[config.mk]
export PLATFORM = sky130hd
export DESIGN_NAME = hfbt_mod
export DESIGN_NICKNAME = d
export VERILOG_FILES = /design/src/rtl/core/hfbt_pkg.sv /design/src/rtl/core/hfbt_mod.sv
export SDC_FILE = /design/constraint.sdc
export NUM_CORES = 1
export LEC_CHECK = 0
export ABC_CLOCK_PERIOD_IN_PS = 1300
export BUFFER_PORTS_ARGS = -buffer_cell sky130_fd_sc_hd__buf_2
export CORE_UTILIZATION = 52
export CTS_BUF_LIST = sky130_fd_sc_hd__clkbuf_8
export CTS_CLUSTER_SIZE = 16
export DETAILED_ROUTE_END_ITERATION = 7
export PLACE_DENSITY = 0.82
export SLEW_MARGIN = 40
export SYNTH_ARGS = -nofsm -noshare
export SYNTH_HDL_FRONTEND = slang
export SYNTH_SLANG_ARGS = --single-unit
[constraint.sdc]
create_clock -name clk_i -period 1.3 [get_ports clk_i]
set_input_delay 0.26 -clock clk_i [delete_from_list [all_inputs] [get_ports clk_i]]
set_output_delay 0.26 -clock clk_i [all_outputs]
set_load 0.02 [all_outputs]
[src/rtl/core/hfbt_pkg.sv]
// shared types, codes and helpers for the heavy-flow bucket table
`timescale 1ns / 1ps
`default_nettype none

package hfbt_pkg;

  localparam logic [31:0] ALL_ONES   = 32'hFFFF_FFFF;
  localparam int          HALF_W     = 16;
  localparam int          MAX_SLOT_W = 4;
  localparam int          SLOT_BITS  = 128;

  typedef enum logic {
    OP_INSERT = 1'b0,
    OP_QUERY  = 1'b1
  } opcode_e;

  typedef enum logic [2:0] {
    ST_OK     = 3'd0,
    ST_REJECT = 3'd1,
    ST_LOST   = 3'd2,
    ST_HIT    = 3'd3,
    ST_MISS   = 3'd4
  } status_e;

  typedef struct packed {
    opcode_e     opcode;
    logic [31:0] flow_id;
    logic [31:0] hash_value;
    logic [31:0] increment;
  } item_t;

  typedef struct packed {
    status_e     status;
    logic [31:0] count_value;
    logic [31:0] rejected_total;
    logic [31:0] replaced_total;
  } result_t;

  typedef struct packed {
    logic [31:0] guard;
    logic [31:0] val;
    logic [31:0] key;
    logic [31:0] fp;
  } slot_t;

  // summary of one bucket scan
  typedef struct packed {
    logic                  hit;
    logic [MAX_SLOT_W-1:0] hit_idx;
    slot_t                 hit_slot;
    logic                  empty;
    logic [MAX_SLOT_W-1:0] empty_idx;
    logic [MAX_SLOT_W-1:0] min_idx;
    slot_t                 min_slot;
    logic [31:0]           nz_min;
  } scan_res_t;

  function automatic logic [31:0] sat_add(input logic [31:0] a, input logic [31:0] b);
    logic [32:0] s;
    s = {1'b0, a} + {1'b0, b};
    return s[32] ? ALL_ONES : s[31:0];
  endfunction

endpackage

`default_nettype wire

[src/rtl/core/hfbt_mod.sv]
// reciprocal-multiply remainder of two 16-bit hash halves by the bucket count
`timescale 1ns / 1ps
`default_nettype none

module hfbt_mod import hfbt_pkg::*; #(
  parameter int  BUCKETS = 1024,
  localparam int IDX_W   = (BUCKETS > 1) ? $clog2(BUCKETS) : 1
) (
  input  wire logic              clk_i,
  input  wire logic              rst_ni,
  input  wire logic              start_i,
  input  wire logic [HALF_W-1:0] a_i,
  input  wire logic [HALF_W-1:0] b_i,
  output logic                   done_o,
  output logic      [IDX_W-1:0]  ra_o,
  output logic      [IDX_W-1:0]  rb_o
);

  localparam int              PROD_W = HALF_W + 33;
  // ceil(2^32 / BUCKETS) gives the exact quotient for every 16-bit dividend
  localparam logic [32:0]     RECIP  =
    33'(((64'd1 << 32) + 64'(BUCKETS) - 64'd1) / 64'(BUCKETS));
  localparam logic [HALF_W:0] BKT    = (HALF_W+1)'(BUCKETS);

  logic              s1_q, s2_q, done_q;
  logic [HALF_W-1:0] xa_q, xb_q;
  logic [HALF_W-1:0] qa_q, qb_q;
  logic [IDX_W-1:0]  ra_q, rb_q;
  logic [PROD_W-1:0] pa, pb;
  logic [HALF_W-1:0] ma, mb;

  assign pa = PROD_W'(xa_q) * PROD_W'(RECIP);
  assign pb = PROD_W'(xb_q) * PROD_W'(RECIP);

  // the remainder is below BUCKETS, so the low bits of quotient times divisor suffice
  assign ma = HALF_W'({1'b0, qa_q} * BKT);
  assign mb = HALF_W'({1'b0, qb_q} * BKT);

  always_ff @(posedge clk_i or negedge rst_ni) begin
    if (!rst_ni) begin
      s1_q   <= 1'b0;
      s2_q   <= 1'b0;
      done_q <= 1'b0;
      xa_q   <= '0;
      xb_q   <= '0;
      qa_q   <= '0;
      qb_q   <= '0;
      ra_q   <= '0;
      rb_q   <= '0;
    end else begin
      s1_q   <= start_i;
      s2_q   <= s1_q;
      done_q <= s2_q;
      if (start_i) begin
        xa_q <= a_i;
        xb_q <= b_i;
      end
      if (s1_q) begin
        qa_q <= pa[HALF_W+31:32];
        qb_q <= pb[HALF_W+31:32];
      end
      if (s2_q) begin
        ra_q <= IDX_W'(xa_q - ma);
        rb_q <= IDX_W'(xb_q - mb);
      end
    end
  end

  assign done_o = done_q;
  assign ra_o   = ra_q;
  assign rb_o   = rb_q;

endmodule

`default_nettype wire

# Yosys cells after proc, flatten, opt, wreduce, memory -nomap -nowiden
# Cells that the tools add are included.
[op_classes]
n_addsub = 2
bitwise = 0
n_div = 0
multipliers = 0
eq_ne = 0
shift = 0
n_reduce_logical = 0
n_lt_le_gt_ge = 0
n_mux = 0
[op_table]
columns = ["operator", "count"]
rows = [
  ["10-bit by 1-bit subtractor with 10-bit output, second input constant", 2],
]
[word_totals]
regBits = 43
rom_bits = 0
inputBits = 35
n_memories = 0
latch_bits = 0
ram_bits = 0
out_inout_bits = 21

# Longest topological paths before layout
# Gate-level depths: netlist of the first run.
[logic_depth]
word_depth = 1
depth_mapped = 2

# Worst setup path after synthesis of the first run
# OpenSTA, ideal clock, no wires.
[synth_path]
path_type = "reg-to-reg"
start = "register s2_q"
end = "register ra_q[0], in the netlist ra_o[0]"
setup_ns = 0.125
t_required_ns = 1.175
n_path_buf = 1
path_stages_with_launch = 3
setup_slack_ns = 0.340
period_less_slack_ns = 0.960
arrival_ns = 0.835
path_cell_list = "dfrtp_1 buf_6 mux2_4"
[synth_lines]
columns = ["element", "line", "rtl"]
rows = [
  ["from (decl)", "hfbt_mod.sv:25", "logic s1_q, s2_q, done_q;"],
  ["from (signal assigned)", "hfbt_mod.sv:52", "s2_q <= s1_q;"],
  ["to (signal assigned)", "hfbt_mod.sv:63", "ra_q <= IDX_W'(xa_q - ma);"],
  ["to (decl)", "hfbt_mod.sv:28", "logic [IDX_W-1:0] ra_q, rb_q;"],
]
# No word-level cell between the ends.

# Worst setup path after layout of the first run
[layout_path]
start = "register rb_q[8], in the netlist rb_o[8]"
end = "output port rb_o[8]"
[layout_lines]
columns = ["element", "line", "rtl"]
rows = [
  ["from (decl)", "hfbt_mod.sv:28", ""],
  ["from (signal assigned)", "hfbt_mod.sv:64", "rb_q <= IDX_W'(xb_q - mb);"],
  ["to (decl)", "hfbt_mod.sv:16", "output logic [IDX_W-1:0] rb_o"],
]
# No word-level cell between the ends.

==> flow_summary.json, run 1 <==
{
  "clock.fmax_ghz": 0.9003,
  "cts_tree": "done",
  "endpoint_kind": "primary output",
  "relSlewSlack": 0.8461,
  "synth.ff_latch_count": 43,
  "cp-start-kind": "register",
  "tightest_slew_ps": 230.9,
  "portBuffers": 43,
  "final_nets": 173,
  "path_max_fanout": 2,
  "critPathBufInv": 1,
  "cp_slowest_cell": "dfrtp_1",
  "start_util": 0.5548,
  "p_switching_w": 0.0007978,
  "cpPeakStageDelay_ps": 400,
  "syn_area_sq_um": 1722,
  "ys_types": 3,
  "grt_max_degree": 44,
  "holdPathStages": 2,
  "maxSlewViolCount": 0,
  "critPathArrivalTime_ps": 850,
  "grt_pass1_wl_mm": 4.609,
  "cp.required_ps": 1040,
  "wire_per_inst_um": 15.35,
  "maxCapViolCount": 0,
  "tns_ps": 0,
  "antenna_found_initial": 0,
  "cp_top_family": "flip-flops",
  "run_status": "completed",
  "fin_crit_ps": 1111,
  "seqPwrFrac": 0.531,
  "core-area_sq_um": 3103,
  "hold_viol": 0,
  "route.detailed.drc": 0,
  "layout_common_cells": "dfrtp_1 (43), buf_2 (43), mux2_4 (40)",
  "viasPerCell": 4.956,
  "cts_max_path_buffers": 2,
  "rows": 20,
  "worstSetupPathType": "reg -> out",
  "leakage_nw": 1.087,
  "numCtsBuffers": 5,
  "clk_latency_ps": 290,
  "r2r_cells": 2,
  "hp-class": "in -> reg",
  "worstReg2RegStart": "s2_q",
  "ant_nets": 0,
  "groute.usage.overall": 0.1857,
  "drt_iter0_drc": 11,
  "power.density_nw_per_um2": 1420,
  "fin_crit_sh": 0.8544,
  "power_w": 0.002993,
  "clock_skew_ps": 3.567,
  "die_h_um": 59.54,
  "dieWidth_um": 59.54,
  "internal-power_w": 0.002195,
  "syn_inst": 87,
  "cts_resized": 0,
  "die-area_sq_um": 3545,
  "yosys_warnings": 0,
  "yosys.area.top_type": "dfrtp_1",
  "swShare": 0.2666,
  "area_delta_synth_final_pct": 22.46,
  "setup_viol": 0,
  "rsz0062_at_grt": "false",
  "place_hpwl_mm": 1.821,
  "vdd_drop_max_mv": 1.096,
  "place_area_sq_um": 2014,
  "htree_levels": 2,
  "crit_cells": 1,
  "routed_wl_mm": 2.809,
  "avgSynthCellArea_sq_um": 19.79,
  "ys_top_cells_by_area": "dfrtp_1 (63%), mux2_4 (35%), buf_6 (2.6%)",
  "drt_pass1_iterations": 3,
  "seq_area_frac_synth": 0.6250,
  "drive_above_1_share": 0.6835,
  "post_cts_buffers": 0,
  "grt_pass1_vias": 969,
  "hold_buffers": 1,
  "cts_sinks": 43,
  "yosys.area.top_type_share": 0.6250,
  "antennaDiodeCount": 0,
  "gp_congestion": 0.6301,
  "path_clk_slew_ps": 80,
  "fin_area_sq_um": 2108,
  "ios": 56,
  "min_from": "b_i[8]",
  "worstPathCellList": "buf_2",
  "grt-ovfl-total": 0,
  "cts-root-buf": "clkbuf_8",
  "pwr-share-comb": 0.201,
  "via_count": 907,
  "syn_nets": 122,
  "pwr-share-clk": 0.269,
  "crit_path_start": "rb_o[8]"
}
state kept, by name (all words and copies together) (netlist names):
| signal | flops |
|---|---|
| done_o | 1 |
| ra_o | 10 |
| rb_o | 10 |
| s1_q | 1 |
| s2_q | 1 |
| xa_q | 10 |
| xb_q | 10 |
area by class of cell:
type	instances	area (sq um)
clock buffers	5	68.82
clock inverters	3	15.01
fillers	246	994.7
multi-input cells	40	600.6
flip-flops and latches	43	1076
well taps	44	55.05
repair buffers	48	292.8
per-stage QoR:
step / worst slack, ps / hold slack [ps] / std cells / util
5_1_grt: 159.1 / 192.8 / 183 / 0.6794
3_5_place_dp: 279.5 / 252.7 / 174 / 0.6492
4_1_cts: 173.4 / 189.2 / 183 / 0.6794
6_report: 189.3 / 196.0 / 183 / 0.6794
3_3_place_gp: 301.2 / 243.8 / 174 / 0.6492
2_1_floorplan: 340.0 / -35.59 / 87 / -
power groups by stage:
stage / Clock (W) / Sequential [W] / Combinational (W)
floorplan: 0 / 0.00172 / 0.000285
global placement: 0 / 0.00160 / 0.000592
detailed placement: 0 / 0.00161 / 0.000605
CTS: 0.000826 / 0.00159 / 0.000610
global route: 0.000880 / 0.00161 / 0.000641
finish: 0.000804 / 0.00159 / 0.000601
cell usage after synthesis:
| master | count |
|---|---|
| buf_6 | 4 |
| mux2_4 | 40 |
| dfrtp_1 | 43 |
cells by family after synthesis:
logic type,after synthesis,synth area share
buf+inv,4,0.02616
mux,40,0.3488
flops,43,0.6250
final timing paths:
check / endpoint / slack, ps
worst min register to register: s2_q / 360
min in group asynchronous: done_o / 450
worst max-delay path: rb_o[8] / 190
worst min-delay path: xb_q[8] / 200
worst max register to register: ra_o[9] / 270
max in group asynchronous: s2_q / 630
per-layer routing:
layer  wire [um]  share of wire  track usage
met4          63          0.022      0.08970
met5           0              0            0
met3         104          0.037      0.05240
met2        1406           0.50       0.3050
met1        1234           0.44       0.2256
(Power assumes the default switching activity.)
==> run 2: changes to the inputs <==
--- a/config.mk
+++ b/config.mk
@@ -7,11 +7,13 @@
 export LEC_CHECK = 0
 export ABC_CLOCK_PERIOD_IN_PS = 1300
 export BUFFER_PORTS_ARGS = -buffer_cell sky130_fd_sc_hd__buf_2
+export CORE_MARGIN = 10
 export CORE_UTILIZATION = 52
 export CTS_BUF_LIST = sky130_fd_sc_hd__clkbuf_8
 export CTS_CLUSTER_SIZE = 16
 export DETAILED_ROUTE_END_ITERATION = 7
 export PLACE_DENSITY = 0.82
+export SKIP_CTS_REPAIR_TIMING = 1
 export SLEW_MARGIN = 40
 export SYNTH_ARGS = -nofsm -noshare
 export SYNTH_HDL_FRONTEND = slang
==> run 2 against run 1 <==
Design area increased by 0.89%. Non-clock buffer count unchanged. Register-to-register slack about the same. Clock power increased by 20%. Clock skew decreased by 1.4 ps. Global-route usage decreased by 8.0 points. Core utilization increased by 0.60 points. Critical path type unchanged.
==> flow_summary.json, run 2 (synthesized netlist as in run 1, its figures left out) <==
{
  "run_status": "completed",
  "cts_max_path_buffers": 2,
  "final_nets": 173,
  "fin_crit_ps": 1112,
  "hp-class": "in -> reg",
  "numCtsBuffers": 5,
  "r2r_cells": 2,
  "drt_iter0_drc": 52,
  "cp-start-kind": "register",
  "grtUsageMet2": 0.1430,
  "leakage_nw": 1.095,
  "hold_viol": 0,
  "worstSetupPathType": "reg -> out",
  "grt_max_degree": 44,
  "dieWidth_um": 77.54,
  "cp_slowest_cell": "dfrtp_1",
  "grt_pass1_wl_mm": 5.126,
  "cts-root-buf": "clkbuf_8",
  "die-area_sq_um": 6012,
  "start_util": 0.5548,
  "route.detailed.drc": 0,
  "wire_per_inst_um": 16.73,
  "die_h_um": 77.54,
  "layout_common_cells": "dfrtp_1 (43), buf_2 (43), mux2_4 (40)",
  "critPathArrivalTime_ps": 850,
  "holdPathStages": 2,
  "met1_usage": 0.1334,
  "tightest_slew_ps": 220.2,
  "antenna_found_initial": 0,
  "clock_skew_ps": 2.145,
  "drt_pass1_iterations": 3,
  "drive_above_1_share": 0.6739,
  "cpPeakStageDelay_ps": 400,
  "place_hpwl_mm": 2.062,
  "groute.usage.overall": 0.1062,
  "crit_cells": 1,
  "layout_setup_ws_ps": 188.5,
  "clock.fmax_ghz": 0.8997,
  "antennaDiodeCount": 0,
  "power.density_nw_per_um2": 1486,
  "setup_viol": 0,
  "routed_wl_mm": 3.044,
  "endpoint_kind": "primary output",
  "maxCapViolCount": 0,
  "busiest_layer": "met2",
  "relSlewSlack": 0.8532,
  "grt-ovfl-total": 0,
  "dp_slack_ps": 282.7,
  "tns_ps": 0,
  "via_count": 897,
  "grt_pass1_vias": 1005,
  "critPathBufInv": 1,
  "ios": 56,
  "worstPathCellList": "buf_2",
  "clk_latency_ps": 290,
  "viasPerCell": 4.929,
  "fin_area_sq_um": 2127,
  "gr-usage-met3": 0.06452,
  "holdWs_ps": 197.9,
  "vdd_drop_max_mv": 0.8503,
  "cts_tree": "done",
  "maxSlewViolCount": 0,
  "path_max_fanout": 2,
  "rows": 20,
  "fin_crit_sh": 0.8550,
  "htree_levels": 2,
  "area_delta_synth_final_pct": 23.55,
  "portBuffers": 43,
  "ant_nets": 0,
  "place_area_sq_um": 2014,
  "cp.required_ps": 1040,
  "gp_congestion": 0.6818,
  "path_clk_slew_ps": 70,
  "rsz0062_at_grt": "false",
  "core-area_sq_um": 3103,
  "cts_sinks": 43,
  "cp_top_family": "flip-flops"
}
==> run 2: final cells by class <==
class	count	area (sq um)
clock inverters	2	33.78
multi-input cells	40	600.6
well taps	44	55.05
flip-flops and latches	43	1076
clock buffers	5	68.82
repair buffers	48	292.8
fillers	239	975.9
==> run 2: stage by stage <==
stage / cells / utilization / power (W)
floorplan: 87 / - / 0.002000
global placement: 174 / 0.6492 / 0.002202
detailed placement: 174 / 0.6492 / 0.002223
CTS: 181 / 0.6823 / 0.003208
global route: 182 / 0.6855 / 0.003314
finish: 182 / 0.6855 / 0.003160
==> run 2: metal layers <==
layer | part of all wire | vias to the layer above
li1 | - | 401
met2 | 0.41 | 37
met5 | 0 | -
met3 | 0.10 | 5
met4 | 0.017 | 0
met1 | 0.47 | 454
==> run 2: path summary, 6_finish.rpt <==
kind | end | slack (ps) | startpoint
setup / recovery | ra_o[3] | 190 | ra_o[3]
hold / removal | xa_q[3] | 200 | a_i[3]
setup reg to reg | ra_o[1] | 280 | s2_q
hold reg to reg | s2_q | 350 | s1_q
max in group asynchronous | xa_q[6] | 630 | rst_ni
min in group asynchronous | xb_q[0] | 470 | rst_ni
==> run 2: report_power, final <==
group | total, W | internal, W | switching, W
combinational | 0.000605 | 0.000331 | 0.000274
sequential | 0.00159 | 0.00150 | 0.0000891
clock | 0.000968 | 0.000555 | 0.000413
total | 0.00316 | 0.00238 | 0.000777
