### config.mk
export PLATFORM = sky130hd
export DESIGN_NAME = hfbt_scan
export DESIGN_NICKNAME = d
export VERILOG_FILES = /design/src/rtl/core/hfbt_pkg.sv /design/src/rtl/core/hfbt_scan.sv
export SDC_FILE = /design/constraint.sdc
export NUM_CORES = 1
export LEC_CHECK = 0
export BUFFER_PORTS_ARGS = -buffer_cell sky130_fd_sc_hd__buf_4
export CAP_MARGIN = 15
export CORE_AREA = 5 5 194 196
export CTS_CLUSTER_DIAMETER = 40
export CTS_CLUSTER_SIZE = 25
export DETAILED_ROUTE_END_ITERATION = 10
export DIE_AREA = 0 0 199 201
export HOLD_SLACK_MARGIN = 0.03
export PLACE_DENSITY = 0.66
export SLEW_MARGIN = 20
export SYNTH_ARGS = -nofsm -noshare
export SYNTH_HDL_FRONTEND = slang
export SYNTH_SLANG_ARGS = --single-unit
### constraint.sdc
create_clock -name clk_i -period 4.4 [get_ports clk_i]
set_input_delay 0.44 -clock clk_i [delete_from_list [all_inputs] [get_ports clk_i]]
set_output_delay 0.44 -clock clk_i [all_outputs]
set_load 0.01 [all_outputs]
### src/rtl/core/hfbt_pkg.sv
// shared types, codes and helpers for the heavy-flow bucket table
`timescale 1ns / 1ps
`default_nettype none

package hfbt_pkg;

  localparam logic [31:0] ALL_ONES   = 32'hFFFF_FFFF;
  localparam int          HALF_W     = 16;
  localparam int          MAX_SLOT_W = 4;
  localparam int          SLOT_BITS  = 128;

  typedef enum logic {
    OP_INSERT = 1'b0,
    OP_QUERY  = 1'b1
  } opcode_e;

  typedef enum logic [2:0] {
    ST_OK     = 3'd0,
    ST_REJECT = 3'd1,
    ST_LOST   = 3'd2,
    ST_HIT    = 3'd3,
    ST_MISS   = 3'd4
  } status_e;

  typedef struct packed {
    opcode_e     opcode;
    logic [31:0] flow_id;
    logic [31:0] hash_value;
    logic [31:0] increment;
  } item_t;

  typedef struct packed {
    status_e     status;
    logic [31:0] count_value;
    logic [31:0] rejected_total;
    logic [31:0] replaced_total;
  } result_t;

  typedef struct packed {
    logic [31:0] guard;
    logic [31:0] val;
    logic [31:0] key;
    logic [31:0] fp;
  } slot_t;

  // summary of one bucket scan
  typedef struct packed {
    logic                  hit;
    logic [MAX_SLOT_W-1:0] hit_idx;
    slot_t                 hit_slot;
    logic                  empty;
    logic [MAX_SLOT_W-1:0] empty_idx;
    logic [MAX_SLOT_W-1:0] min_idx;
    slot_t                 min_slot;
    logic [31:0]           nz_min;
  } scan_res_t;

  function automatic logic [31:0] sat_add(input logic [31:0] a, input logic [31:0] b);
    logic [32:0] s;
    s = {1'b0, a} + {1'b0, b};
    return s[32] ? ALL_ONES : s[31:0];
  endfunction

endpackage

`default_nettype wire

### src/rtl/core/hfbt_scan.sv
// slot compare unit: folds one slot per cycle into the bucket summary
`timescale 1ns / 1ps
`default_nettype none

module hfbt_scan import hfbt_pkg::*; #(
  parameter int  SLOTS_PER_BUCKET = 8,
  localparam int SLOT_W = (SLOTS_PER_BUCKET > 1) ? $clog2(SLOTS_PER_BUCKET) : 1
) (
  input  wire logic              clk_i,
  input  wire logic              rst_ni,
  input  wire logic              clr_i,
  input  wire logic              valid_i,
  input  wire logic [SLOT_W-1:0] idx_i,
  input  wire slot_t             slot_i,
  input  wire logic [31:0]       key_i,
  input  wire logic [31:0]       fp_i,
  output scan_res_t              res_o
);

  localparam scan_res_t RES_INIT = '{
    hit:       1'b0,
    hit_idx:   '0,
    hit_slot:  '0,
    empty:     1'b0,
    empty_idx: '0,
    min_idx:   '0,
    min_slot:  '0,
    nz_min:    ALL_ONES
  };

  scan_res_t res_q;
  logic      match;

  assign match = (slot_i.key == key_i) && (slot_i.fp == fp_i);

  always_ff @(posedge clk_i or negedge rst_ni) begin
    if (!rst_ni) begin
      res_q <= RES_INIT;
    end else if (clr_i) begin
      res_q.hit    <= 1'b0;
      res_q.empty  <= 1'b0;
      res_q.nz_min <= ALL_ONES;
    end else if (valid_i) begin
      if (match && !res_q.hit) begin
        res_q.hit      <= 1'b1;
        res_q.hit_idx  <= MAX_SLOT_W'(idx_i);
        res_q.hit_slot <= slot_i;
      end
      if ((slot_i.val == '0) && !res_q.empty) begin
        res_q.empty     <= 1'b1;
        res_q.empty_idx <= MAX_SLOT_W'(idx_i);
      end
      // first slot seeds the minimum, later ones only on strictly lower count
      if ((idx_i == '0) || (slot_i.val < res_q.min_slot.val)) begin
        res_q.min_idx  <= MAX_SLOT_W'(idx_i);
        res_q.min_slot <= slot_i;
      end
      if ((slot_i.val != '0) && (slot_i.val < res_q.nz_min)) begin
        res_q.nz_min <= slot_i.val;
      end
    end
  end

  assign res_o = res_q;

endmodule

`default_nettype wire

======== Yosys cells after proc, flatten, opt, wreduce, memory -nomap -nowiden ========
Cells that the tools add are included.
storage, ports and cells
  register bits ........................... 299
  output and inout port bits .............. 302
  logic and storage cells ................. 47
operators by class
  mux-type cells .......................... 8
  equality and inequality tests ........... 2
  magnitude comparators ................... 2
  bitwise logic cells ..................... 1
  reduce and logical (&&, ||, !) cells .... 20
operator list
  cell                 count
  $mux W302            1
  $mux W133            1
  $mux W131            1
  $eq A32 B32 Y1       2
  $lt A32 B32 Y1       2
  $mux W32             2
  $logic_not A32 Y1    1
  $reduce_bool A32 Y1  1
  $reduce_and A3 Y1    3
  $reduce_bool A2 Y1   4
  $reduce_and A2 Y1    3
  $mux W5              1
  $logic_and A1 B1 Y1  4
  $logic_not A3 Y1     1
  $logic_not A1 Y1     2
  $mux W1              2
  $logic_or A1 B1 Y1   1
  $not A1 Y1           1

======== Depth between registers and ports, before layout ========
Gate-level depths: netlist (run 1).
  depth after elaboration ................. 6
  depth in mapped cells ................... 10
  mapped depth without buffers ............ 8

======== Worst setup path before layout (run 1) ========
No wires, ideal clock.
  path type ............................... register -> register
  start ................................... reg res_q (netlist bit res_o[15])
  end ..................................... reg res_q (netlist bit res_o[10])
  library setup time ...................... 75 ps
  arrival ................................. 2,402 ps
  period minus slack after synthesis ...... 2,477 ps
  path slack .............................. 1,923 ps
  stages on the path, launching flop included .. 10
  path buffers ............................ 1
  required time ........................... 4,325 ps
  cells stage by stage .................... dfstp_2 inv_1 ha_1 nand4_1 or3_1 a221oi_1 o41ai_1 o311ai_1 buf_2 mux2i_1
on the way
  longest elaborated chain between the ends .. 4
RTL lines
  item                          RTL line         source
  from (decl)                   hfbt_scan.sv:31  scan_res_t res_q;
  $lt A32 B32 Y1                hfbt_scan.sv:58  if ((slot_i.val != '0) && (slot_i.val < res_q.nz_min)) begin
  $logic_and A1 B1 Y1           hfbt_scan.sv:58
  $reduce_bool A2 Y1 (no line)  n/a
  $reduce_and A2 Y1 (no line)   n/a
Every way passes these cells.
A chain may end at the register's enable or synchronous reset.

======== Final worst setup path (run 1) ========
  start ................................... in key_i[26]
  end ..................................... reg res_q (netlist bit res_o[298])
on the way
  longest elaborated chain between the ends .. 4
RTL lines
  item                         RTL line         source
  from (decl)                  hfbt_scan.sv:15  input wire logic [31:0] key_i,
  $eq A32 B32 Y1               hfbt_scan.sv:34  assign match = (slot_i.key == key_i) && (slot_i.fp == fp_i);
  $logic_and A1 B1 Y1          hfbt_scan.sv:34
  $logic_and A1 B1 Y1          hfbt_scan.sv:44  if (match && !res_q.hit) begin
  $reduce_and A3 Y1 (no line)  n/a
Every way passes these cells.

==> qor.yml, run 1 <==
cp.arrival_ns: 3.67
cts_setup_buffers: 0
grt_pass1_vias: 11300
required_ns: 4.86
finClkSkew_ns: 0.0188
fp.dieH_um: 201
seq_area_frac_synth_pct: 53.2
antenna_found_initial: 0
grt.overflow.total: 0
port_buffers: 497
crit_path_max_fanout: 58
drt_wl_total_um: 46100
rsz0062_at_grt: "false"
cp-start-kind: "input port"
syn_avg_cell_area_um2: 13.4
path_clk_slew_ns: 0.06
netlist-cell-type-count: 46
drt_iter0_drc: 492
grt_pass1_wl_um: 69100
htreeDepth: 2
clk_latency_ns: 0.57
gp_congestion: 0.867
p_seq_share_pct: 35.3
syn-cell-area_um2: 14100
die_area_um2: 40000
synth_edf_count: 0
synth_top_family_by_area: "multiplexers"
ys.flop_type: "dfrtp_1"
cts_tree: "yes"
synthArstFlopShare_pct: 100
switching_share_pct: 30.4
hp-class: "input port to flip-flop"
maxCapViolCount: 0
setup_viol: 0
fmax_ghz: 0.311
r2r-start: "res_o[301]"
synthSimpleGateAreaFrac_pct: 4.14
cp-startpoint: "key_i[26]"
fillers: 3040
drv_slew: 0
hold_ws_ns: 0.107
grt_max_degree: 109
outcome: "finished clean"
yosys.area.top_type: "dfrtp_1"
ir_drop_uv: 322
cts_buffers: 48
synth_fa_ha_area_share_pct: 5.49
synth_seq_cells: 299
largest_reg_flops: 299
yosys-top-cells-area: "dfrtp_1, mux2_2, mux2_4"
row_count: 70
power.internal_mw: 7.58
post-route-period-util_pct: 73.0
total_power_mw: 10.9
synth_compound_area_share_pct: 4.59
viasPerCell: 5.05
clkPwrFrac_pct: 35.5
drc_errors: 0
syn_inst: 1058
area_growth_pct: 41.7
cp-end-kind: "flip-flop"
multiInputGateArea_um2: 6030
worstMarginPinSlew_ns: 0.937
routedWlPerCell_um: 22.2
power.density_nw_per_um2: 544
synth.area.mux_share_pct: 25.5
setup_tns_ns: 0
synth_top_cell_area_share_pct: 47.3
fin_nets: 1834
clockBufferDepth: 3
p_leak_nw: 10.5
start_util_pct: 39.3
register_area_um2: 7520
netSwitchingPower_mw: 3.31
relSlewSlack_pct: 37.4
p_comb_share_pct: 29.2
grt_usage_pct: 22.4
ant_nets: 0
cts_sinks: 299
min_from: "slot_i[106]"
vias: 10500
ios: 501
yosysWarnings: 0
hpwlAfterDp_um: 34800
cts-root-buf: "clkbuf_16"
die_x_um: 199
finalCriticalPeriod_ns: 3.21
critical_path_class: "input port to flip-flop"
hold_viol_final: 0
synth_xor_xnor_area_share_pct: 2.67
drive_above_1_share_pct: 55.1
core-area_um2: 35900
firstDrtPassIters: 4
[cell type report]
type                       count  share of cell area (%)
multi-input combinational    625                    30.1
clock buffer                  57                    6.32
timing repair buffer         509                    19.4
clock inverter                32                    1.97
tap                          468                    2.93
sequential                   299                    37.6
inverter                      90                    1.69
antenna                        1                  0.0125
[worst paths after layout]
| check | endpoint | slack, ns | cells past startpoint |
|---|---|---|---|
| worst max register to register | res_o[298] | 1.25 | 5 |
| max in group asynchronous | res_o[106] | 2.72 | 3 |
| worst min-delay path | res_o[275] | 0.11 | 2 |
| min in group asynchronous | res_o[97] | 0.55 | 2 |
| worst max-delay path | res_o[298] | 1.19 | 8 |
| worst min register to register | res_o[288] | 0.51 | 1 |
[power by group through the flow]
stage | Clock [mW] | Combinational [mW] | Sequential [mW]
finish | 3.86 | 3.18 | 3.84
global route | 4.06 | 3.48 | 3.93
CTS | 3.94 | 3.24 | 3.84
detailed placement | 0 | 3.23 | 3.88
global placement | 0 | 3.18 | 3.85
floorplan | 0 | 1.19 | 4.13
[cell usage after synthesis (2+ instances only)]
library cell,n
inv_1,90
nand3_1,4
mux2i_1,35
mux2_2,183
o2bb2ai_1,4
nand4_1,23
buf_6,9
buf_4,3
clkbuf_1,9
buf_2,24
a2111oi_0,2
dfrtp_1,267
nor4_1,21
or4_1,2
xor2_1,25
a22oi_1,2
nand2_1,14
o21ai_0,10
nand2b_1,2
nor3_1,2
nor2_1,40
a221oi_1,5
a211oi_1,5
mux2_4,79
dfstp_2,32
a22o_1,3
a21o_1,5
o22ai_1,9
a21oi_1,52
o21a_1,2
o2111ai_1,2
ha_1,62
xnor2_1,18
[timing repair]
item                                   CTS  global route
hold buffers                             1             0
setup endpoints to repair                0             0
endpoints found under the hold margin   93             0
resized for setup                        0             0
[per-layer routing]
metal | global-route usage, % | part of all wire, % | vias to the layer above | wire, um
li1 | - | - | 4797 | -
met1 | 26.9 | 39 | 5233 | 18100
met2 | 37.9 | 49 | 402 | 22800
met3 | 7.23 | 8.5 | 79 | 3900
met4 | 7.43 | 2.9 | 0 | 1340
met5 | 0 | 0 | - | 0
[logic make-up (layout without fill, tap and decap cells)]
kind of cell	Yosys count	after routing
compound gates	105	105
xor+xnor	43	43
fa+ha+maj	62	62
buf+inv	136	688
flops	299	299
mux	297	297
other cells	1	4
simple gates	115	115
[critical path, cell delays in order]
cell     delay, ns
buf_4         0.12
xnor2_1       0.55
nand4_1       0.25
nor4_1        0.41
nand4_1       0.18
or4_4         0.91
buf_12        0.33
mux2_4        0.35
[through the flow]
stage	utilization [%]	setup WS (ns)	instance area, um2	instances
2_1_floorplan	-	1.92	14100	1060
3_3_place_gp	51.1	0.677	18300	1990
3_5_place_dp	51.1	0.559	18300	1990
4_1_cts	55.7	1.15	20000	2080
5_1_grt	55.7	1.09	20000	2080
6_report	55.7	1.19	20000	2081
[cells in the final DEF (no fill, tap or decap), drive strengths merged, types with 14 or more instances in the layout]
cell type,instances
clkbuf,57
dfstp,32
inv,97
clkinv,16
mux2,262
buf,508
xnor2,18
mux2i,35
nor4,21
nor2,40
dfrtp,267
a21oi,52
nand4,23
xor2,25
nand2,14
ha,62
Note: power is estimated with default switching activity, not from simulation.
==> run 2: changes to the inputs <==
Settings changed: CORE_AREA 5 5 194 196 to 5 5 192 194, DIE_AREA 0 0 199 201 to 0 0 197 199, PLACE_DENSITY 0.66 to 0.7.
Clock period 4.4 ns to 2.62 ns, I/O delays scaled along.
==> run 2 against run 1 <==
Against the previous run: power up 79%; critical path depth up 1; count of clock-buffer cells in the layout up 3; sequential power up 69%; register-to-register slack worse by 1.2 ns; largest cell class unchanged; clock power up 78%; core utilization up 8.2 points.
==> qor.yml, run 2 (same netlist as run 1, synthesis figures left out) <==
outcome: "finished clean"
power.internal_mw: 13.5
drt_wl_total_um: 52300
cp-end-kind: "flip-flop"
worstMarginPinSlew_ns: 0.667
crit_path_max_fanout: 31
routedWlPerCell_um: 23.1
hp-class: "input port to flip-flop"
required_ns: 3.07
ir_drop_uv: 718
cts_sinks: 299
drv_slew: 0
cts_buffers: 50
ant_nets: 0
register_area_um2: 7520
cp_cell_sequence: "dlygate4sd3_1 > buf_4 > inv_1 > a22o_1 > a221oi_1 > nand4_1 > or4_4 > clkbuf_16 > mux2_4"
critical_path_class: "input port to flip-flop"
gp_congestion: 0.849
vias: 11600
cp-start-kind: "input port"
final_cell_mix: "buf_4, dfrtp_1, mux2_2"
cp.buffers_inverters: 4
placed_cells: 2039
cts-root-buf: "clkbuf_16"
htreeDepth: 2
largest_reg_flops: 299
total_power_mw: 19.5
fp.dieH_um: 199
path_clk_slew_ns: 0.05
fin_area_um2: 22400
critical-path-top-delay-family: "buffers and inverters"
clockBufferDepth: 3
fmax_ghz: 0.383
fin_nets: 2019
fillers: 2574
post-route-period-util_pct: 99.7
switching_share_pct: 30.8
maxCapViolCount: 0
clkPwrFrac_pct: 35.4
hold_viol_final: 0
grt_pass1_wl_um: 74400
p_seq_share_pct: 33.3
grt_pass1_vias: 12600
fin_ws_ns: 0.00802
cp_slowest_cell: "or4_4"
ios: 501
port_buffers: 497
layout_commonest_cell: "buf_4"
viasPerCell: 5.12
clk_latency_ns: 0.57
grt_usage_pct: 24.6
firstDrtPassIters: 4
core-area_um2: 35100
worst_path_largest_cell_delay_ns: 0.68
drive_above_1_share_pct: 55.3
p_comb_share_pct: 31.3
place_area_um2: 18900
hpwlAfterDp_um: 35900
grt.overflow.total: 0
row_count: 69
finalCriticalPeriod_ns: 2.61
multiInputGateArea_um2: 6260
relSlewSlack_pct: 55.6
cp.arrival_ns: 3.06
power.density_nw_per_um2: 870
grt_max_degree: 71
dp_slack_ns: -0.665
die_x_um: 197
start_util_pct: 40.3
drt_iter0_drc: 485
setup_viol: 0
die_area_um2: 39200
utilization_pct: 63.9
p_leak_nw: 11.6
rsz0062_at_grt: "true"
finClkSkew_ns: 0.0217
area_growth_pct: 58.5
fin_cells: 2262
antenna_found_initial: 1
drc_errors: 0
netSwitchingPower_mw: 6.00
cts_tree: "yes"
[run 2: cell count changes in the layout (fill, tap and decap cells not counted), sizes merged, moves of 6 or more]
cell          previous run  this run
dlygate4sd3              1       106
clkbuf                  57        67
buf                    508       572
clkinvlp                 3        12
dlymetal6s4s             0         7
clkinv                  16        10
[run 2: final timing paths]
kind | start | to | slack (ns) | cells after the start
worst max-delay path | slot_i[5] | res_o[208] | 0.008 | 9
worst min-delay path | slot_i[76] | res_o[245] | 0.08 | 3
worst max register to register | res_o[126] | res_o[106] | 0.03 | 11
worst min register to register | res_o[250] | res_o[250] | 0.50 | 1
max in group asynchronous | rst_ni | res_o[152] | 1.41 | 3
min in group asynchronous | rst_ni | res_o[183] | 0.26 | 2
[run 2: worst reg2reg max path, delay by kind of cell, from the launching register on]
| kind | cells | cell delay [ns] |
|---|---|---|
| simple gates | 4 | 0.86 |
| mux | 1 | 0.30 |
| flops | 1 | 0.35 |
| fa+ha+maj | 1 | 0.27 |
| compound gates | 1 | 0.08 |
| buf+inv | 4 | 0.60 |
[run 2: repair_timing]
item                                   4_1_cts  5_1_grt
hold buffers                               113        0
setup buffers                                0        8
endpoints found under the hold margin      292        0
setup endpoints to repair                  290      273
resized for setup                           11       48
cloned                                       0        9
pin swaps                                    1       13
[run 2: metal layers]
metal  vias up  track usage [%]  part of all wire, %
li1       5171                -                    -
met1      5790             29.2                   38
met2       495             41.4                   50
met3       134             7.08                  8.1
met4         0             11.2                  4.3
met5         -                0                    0
[run 2: stage by stage]
step / TNS (ns) / hold slack, ns
global placement: -85.35 / 0.262
global route: -10.22 / 0.0612
detailed placement: -91.71 / 0.270
finish: 0 / 0.0794
floorplan: 0 / -0.0336
CTS: 0 / 0.0355
[run 2: cell type report]
type / count / share of cell area [%]
clock buffers: 60 / 6.26
inverters: 90 / 1.53
multi-input cells: 625 / 28.0
clock inverters: 33 / 1.74
well taps: 461 / 2.58
repair buffers: 692 / 26.3
diodes: 2 / 0.0223
flip-flops and latches: 299 / 33.6
[run 2: power groups by stage]
stage	Clock, mW	Sequential [mW]	Combinational [mW]
after global placement	0	6.47	5.55
after CTS	7.00	6.47	5.87
final	6.89	6.48	6.10
after global routing	7.23	6.62	6.55
after detailed placement	0	6.52	5.66
after floorplan	0	6.94	2.00
